## src/hdl/tlca_pkg.sv

```systemverilog
`timescale 1ns / 1ps
`default_nettype none
// ----------------------------------------------------------------------------
// tlca_pkg
// Types and constants shared by the tree ancestor engine.
// ----------------------------------------------------------------------------
package tlca_pkg;

	localparam int VW      = 10;
	localparam int CW      = 11;
	localparam int MAX_V   = 1024;
	localparam int EDGE_CAP = MAX_V - 1;

	typedef enum logic [1:0] {
		OP_ADD   = 2'd0,
		OP_BUILD = 2'd1,
		OP_ANC   = 2'd2,
		OP_PAR   = 2'd3
	} op_t;

	typedef enum logic [1:0] {
		ST_OK        = 2'd0,
		ST_NOT_BUILT = 2'd1,
		ST_RANGE     = 2'd2,
		ST_NO_PARENT = 2'd3
	} status_t;

	typedef struct packed {
		logic [1:0]    operation;
		logic [VW-1:0] endpoint_a;
		logic [VW-1:0] endpoint_b;
	} in_t;

	typedef struct packed {
		logic [VW-1:0] vertex;
		logic [1:0]    status;
	} out_t;

	typedef struct packed {
		op_t           op;
		logic [VW-1:0] a;
		logic [VW-1:0] b;
		logic          in_range;
	} cmd_t;

	typedef struct packed {
		logic [VW-1:0] v;
		logic [VW-1:0] c;
	} frame_t;

	typedef enum logic [3:0] {
		S_IDLE, S_ADD, S_BLD, S_CLR, S_INIT, S_SRD, S_SEV, S_SRC,
		S_POP, S_POPW, S_QRA, S_QCA, S_QCB, S_CLB, S_CUP
	} eng_state_t;

endpackage
`default_nettype wire

```

## src/hdl/tlca_front.sv

```systemverilog
`timescale 1ns / 1ps
`default_nettype none
// ----------------------------------------------------------------------------
// tlca_front
// Accepts transactions, decodes and range checks them, queues them.
// ----------------------------------------------------------------------------
module tlca_front import tlca_pkg::*; (
	input  wire logic          clk,
	input  wire logic          arst_n,
	input  wire logic          start,
	input  wire in_t           req,
	input  wire logic [CW-1:0] n_eff,
	input  wire logic          pop,
	output logic               busy,
	output logic               q_valid,
	output cmd_t               q_cmd
);

	cmd_t       ent_q [2];
	logic       wp_q, rp_q;
	logic [1:0] cnt_q;
	logic       push;
	cmd_t       cmd_in;

	assign busy    = (cnt_q == 2'd2);
	assign push    = start & ~busy;
	assign q_valid = (cnt_q != 2'd0);
	assign q_cmd   = ent_q[rp_q];

	always_comb begin
		cmd_in.op       = op_t'(req.operation);
		cmd_in.a        = req.endpoint_a;
		cmd_in.b        = req.endpoint_b;
		cmd_in.in_range = ({1'b0, req.endpoint_a} < n_eff) && ({1'b0, req.endpoint_b} < n_eff);
	end

	always_ff @(posedge clk) begin
		if (push) begin
			ent_q[wp_q] <= cmd_in;
		end
	end

	always_ff @(posedge clk or negedge arst_n) begin
		if (!arst_n) begin
			wp_q  <= 1'b0;
			rp_q  <= 1'b0;
			cnt_q <= 2'd0;
		end else begin
			if (push) begin
				wp_q <= ~wp_q;
			end
			if (pop) begin
				rp_q <= ~rp_q;
			end
			cnt_q <= cnt_q + {1'b0, push} - {1'b0, pop};
		end
	end

endmodule
`default_nettype wire

```

## config.mk

```make
export PLATFORM = sky130hd
export DESIGN_NAME = tlca_front
export DESIGN_NICKNAME = d
export VERILOG_FILES = /design/src/hdl/tlca_pkg.sv /design/src/hdl/tlca_front.sv
export SDC_FILE = /design/constraint.sdc
export NUM_CORES = 1
export LEC_CHECK = 0
export BUFFER_PORTS_ARGS = -buffer_cell sky130_fd_sc_hd__buf_2
export CORE_ASPECT_RATIO = 0.9
export CORE_MARGIN = 1
export CORE_UTILIZATION = 52
export DETAILED_ROUTE_END_ITERATION = 7
export PLACE_DENSITY_LB_ADDON = 0.3
export SLEW_MARGIN = 20
export SYNTH_ARGS = -nofsm -noshare
export SYNTH_HDL_FRONTEND = slang
export SYNTH_SLANG_ARGS = --single-unit
```

## constraint.sdc

```tcl
create_clock -name clk -period 2.6 [get_ports clk]
set_clock_uncertainty 0.2 [all_clocks]
set_input_delay 0.52 -clock clk [delete_from_list [all_inputs] [get_ports clk]]
set_output_delay 0.52 -clock clk [all_outputs]
set_load 0.02 [all_outputs]
```

# Yosys cells after proc, flatten, opt, wreduce, memory -nomap -nowiden
# Memories as Yosys holds them, arrays and structs flattened.
# Cells that the tools add are included.
# totals
regBits	4
ram_bits	46
in_bits	37
output_inout_bits	25
word_cells	17
n_memories	1
# mem_list
memory	depth	word_bits	read_ports	rd_clocked_by_memory_dff	write_ports	line_no	source
ent_q	2	23	1	0	1	tlca_front.sv:19	cmd_t ent_q [2];
# op_classes
add_sub_neg	2
order_cmp	2
eq_ne	1
muxes	2
bitwise	4
reduce_logical	2
# op_table
cell	count
less-than comparator 10 x 11 -> 1 bit	2
NOT 1 bit	3
adder 2 x 1 -> 2 bit	1
equality test 2 bit (second input constant)	1
2-to-1 mux 1 bit	2
nonzero test 2 bit	1
subtractor 2 x 1 -> 2 bit	1
bitwise AND 1 bit	1
logical AND 1 bit	1

# Logic depth before layout (Yosys ltp)
# logic_depth
ltp_word	5
depth_mapped	7
depth_no_buf	7

# Worst setup path after synthesis
# No wires, ideal clock.
# synth_path
kind	input to register
startpoint	in start
endpoint	mem ent_q[0][0] (netlist bit), enable pin
setup_ns	0.403
arrival_time_ns	1.596
required_ns	1.997
path_slack_ns	0.401
path_stages	2
n_path_buf	0
path_cell_list	nand2_1 nor2_1
# synth_between
elab_chain_cells	3
# synth_lines
item	line_no	source
start, declared	tlca_front.sv:10	input wire logic start,
bitwise AND 1 bit	tlca_front.sv:26	assign push = start & ~busy;
2-to-1 mux 1 bit	tlca_front.sv:38	if (push) begin
2-to-1 mux 1 bit (not written as such)	tlca_front.sv:39	ent_q[wp_q] <= cmd_in;
end, declared	tlca_front.sv:19	
# No other way between the ends.

==> run summary <==
The global-route usage over all layers was 0.191. The detailed-route vias per instance is 5.21, and the number of placed instances with taps included is 253. The logs give 215 ps for the worst hold slack and 0.649 for the proportion of synthesized chip area in sequential cells.

The switching share of power is 0.334, and the horizontal die dimension is 71.8 µm. The logs give 0 for the setup violation total in the final timing report and 1390 ps for the data arrival time of the worst path. Count of hold-fix buffers inserted at cts: 1. Once layout is done, the placed cells without fillers occupy 0.00277 mm². The routed length per instance is 15.1 µm.

The tree is rooted in a clkbuf_8. For the worst-skew pair, the clock arrives at the later sink with an insertion delay of 290 ps. The number of setup buffers added after CTS is 0. The share of power burned in the clock network is 0.170, and the final weighted congestion in routability-driven placement is 0.817. Max-cap violations in this run came to 0. The number of nets in the layout was 270. The min-delay analysis places its worst path in the category in2reg.

Number of standard cells after synthesis: 142. During placement, the flow inserted port buffers numbering 61. Kind of cell adding the most delay to the critical path: buffers and inverters. The worst setup path is captured at an output port. The utilization after layout came out at 0.672.

The slew at the pin closest to its max-slew limit is 536 ps, and the detailed router's first-iteration violation count is 56. After synthesis, the mean cell area works out to 16.1 µm². Global routing finished with a remaining overflow of 0. Summed over all cells, the static leakage comes to 1.18 nW. The core region is 0.00413 mm².

Detailed placement finished with a half-perimeter wire length of 3030 µm. The number of antenna violations at the first check in global routing came out at 0. Biggest area consumer among synthesized cells: edfxtp_1. The slowest stage of the critical path belongs to the cell mux2_2. Area share of the leading cell type in the synthesized netlist: 0.605. The maximum clock frequency was 473 MHz.

Among all cell types in the netlist, the one instantiated most often is edfxtp_1. Fill cell total of the finished layout: 313. The clock-pin slew reported for the worst setup and hold paths after clock tree synthesis came out at 90 ps.

The synthesized design contains 46 enable-type register cells. The finished layout holds 262 standard cells, fillers aside. The logs give 0 for the quantity of gates resized following cts and 0.553 for the initial core utilization. The number of distinct library cells after synthesis is 28. The tools report the placement row count as 22. The placed instances occupy a cell area of 0.00267 mm². The share of layout cells above drive strength 1 is 0.472, and the via count of the first global-routing pass is 1481. For the setup TNS, the log shows 0 ps. Summing over every cut layer, the via total after detailed routing is 1365. The count of antenna-violating nets left after detailed routing is 0. The run finished with clean final reports. The fraction of registers with async set/reset was 0.0800. The commonest cells after synthesis are edfxtp_1, mux2_2, ha_1. Traced cell by cell, the critical path runs through buf_4 > mux2_2 > buf_2. The die is 64.9 µm tall. The number of buffers and inverters on the critical path is 2. Setup repair after global routing left no endpoint under its margin.

The pre-antenna-repair detailed-routing pass consisted of 6 iterations. The worst setup path is launched from a flip-flop. The tools report the number of warnings printed during yosys synthesis as 0.

Type of the worst setup path: reg2out. Data on the critical path is required at its endpoint by 1880 ps. The tools report the tightest slew margin relative to the limit as 0.634.

The number of levels in the clock H-tree is 2, and the share of total power in sequential cells is 0.443. The shortest clock period the worst path allows after layout is 2110 ps. Entering global routing, the biggest net connects 24 pins.

The cell area after synthesis is 0.00228 mm². The final layout contains routed wiring with a total length of 3960 µm. The total internal power was 1.74 mW; the clock net sink count was 50.

The number of inserted diodes is 0. The first global-routing pass estimated 6560 µm of wire. The total power density per cell area is 943 mW/mm². The proportion of power drawn by combinational gates is 0.387, and the register bit total from synthesis is 50.

Top flip-flop cell by instance count after synthesis: edfxtp_1. Buffers inserted during clock tree synthesis total 5. The number of nets handed over by synthesis was 199. The final clock period utilization by the worst path was 0.813.

In this run the deepest clock path goes through 2 buffers. For this run, the slowest stage of the critical path takes 370 ps. The total count of max-transition violations in the final report was 0; the I/O pin count was 62. The reported net switching power was 873 µW. From synthesis to final layout, the design area changed by 21.5%. The residual DRC count is 0, and the overall die area is 0.00466 mm². By area the synthesized netlist is led by edfxtp_1, mux2_2, ha_1, dfrtp_1, inv_1. Along the worst path, the maximum fanout reaches 12. The final hold violation count is 0, and the worst ir drop on vdd is 0.484 mV. TritonCTS built the clock tree.
## per-layer routing
| layer | vias to the layer above | wire length [µm] | global-route usage |
|---|---|---|---|
| li1 | 676 | - | - |
| met1 | 643 | 1650 | 0.220 |
| met2 | 44 | 2070 | 0.343 |
| met3 | 2 | 218 | 0.0529 |
| met4 | 0 | 24 | 0.0662 |
| met5 | - | 0 | 0 |
## power by group through the flow
stage	clock network [mW]	registers, mW	logic, mW
2_1_floorplan	0	1.16	0.701
3_3_place_gp	0	1.17	1.00
3_5_place_dp	0	1.18	1.02
4_1_cts	0.459	1.16	1.03
5_1_grt	0.495	1.18	1.10
6_report	0.445	1.16	1.01
## registers in the layout, indices dropped and copies added, names as in the netlist
signal,cells
cnt_q,2
ent_q,46
wp_q,1
rp_q,1
## cell type report
cell class                      instances  area (µm²)  share of cell area
Timing Repair Buffer                   67         353               0.127
Sequential cell                        50        1480               0.534
Inverter                               11        41.3              0.0149
Clock inverter                          1        5.00             0.00180
Tap cell                               48        60.1              0.0217
Clock buffer                            7        86.3              0.0311
Multi-Input combinational cell         78         747               0.269
## cell families (layout without fill, tap and decap cells)
logic type,Yosys count,after routing,share of synthesized area
DFF,50,50,0.649
muxes,23,23,0.113
adders and majority gates,20,20,0.110
and+or+nand+nor,18,18,0.0455
buffers and inverters,14,86,0.0247
AOI/OAI and AO/OA,13,13,0.0422
xor gates and xnor gates,4,4,0.0154
## per-stage QoR
step,total power [mW],setup slack (ps)
after floorplan,1.86,401
after global placement,2.17,453
after detailed placement,2.20,364
after CTS,2.65,468
after global routing,2.77,418
final,2.62,486
## path summary, 6_finish.rpt
path                       slack [ps]  depth (start not counted)     start            to
max in group asynchronous        1720                          2    arst_n      cnt_q[1]
max                               490                          3      rp_q      q_cmd[0]
min in group asynchronous         360                          2    arst_n      cnt_q[0]
min reg2reg                       310                          1  cnt_q[1]      cnt_q[1]
min                               210                          1   req[20]  ent_q[1][21]
max reg2reg                       870                          7  cnt_q[1]      cnt_q[1]
## layout by cell type, fill, tap and decap left out, types with 2 or more instances in the layout
| cell type | instances |
|---|---|
| a211oi_1 | 2 |
| a21oi_1 | 3 |
| and4b_1 | 2 |
| buf_2 | 61 |
| buf_4 | 5 |
| clkbuf_8 | 6 |
| dfrtp_1 | 4 |
| edfxtp_1 | 46 |
| ha_1 | 20 |
| inv_1 | 11 |
| mux2_2 | 23 |
| nand2_1 | 3 |
| nand2b_1 | 3 |
| nor2_1 | 2 |
| nor2_2 | 2 |
| o21ai_0 | 2 |
| xnor2_1 | 3 |
Power figures use the tool's default switching activity.
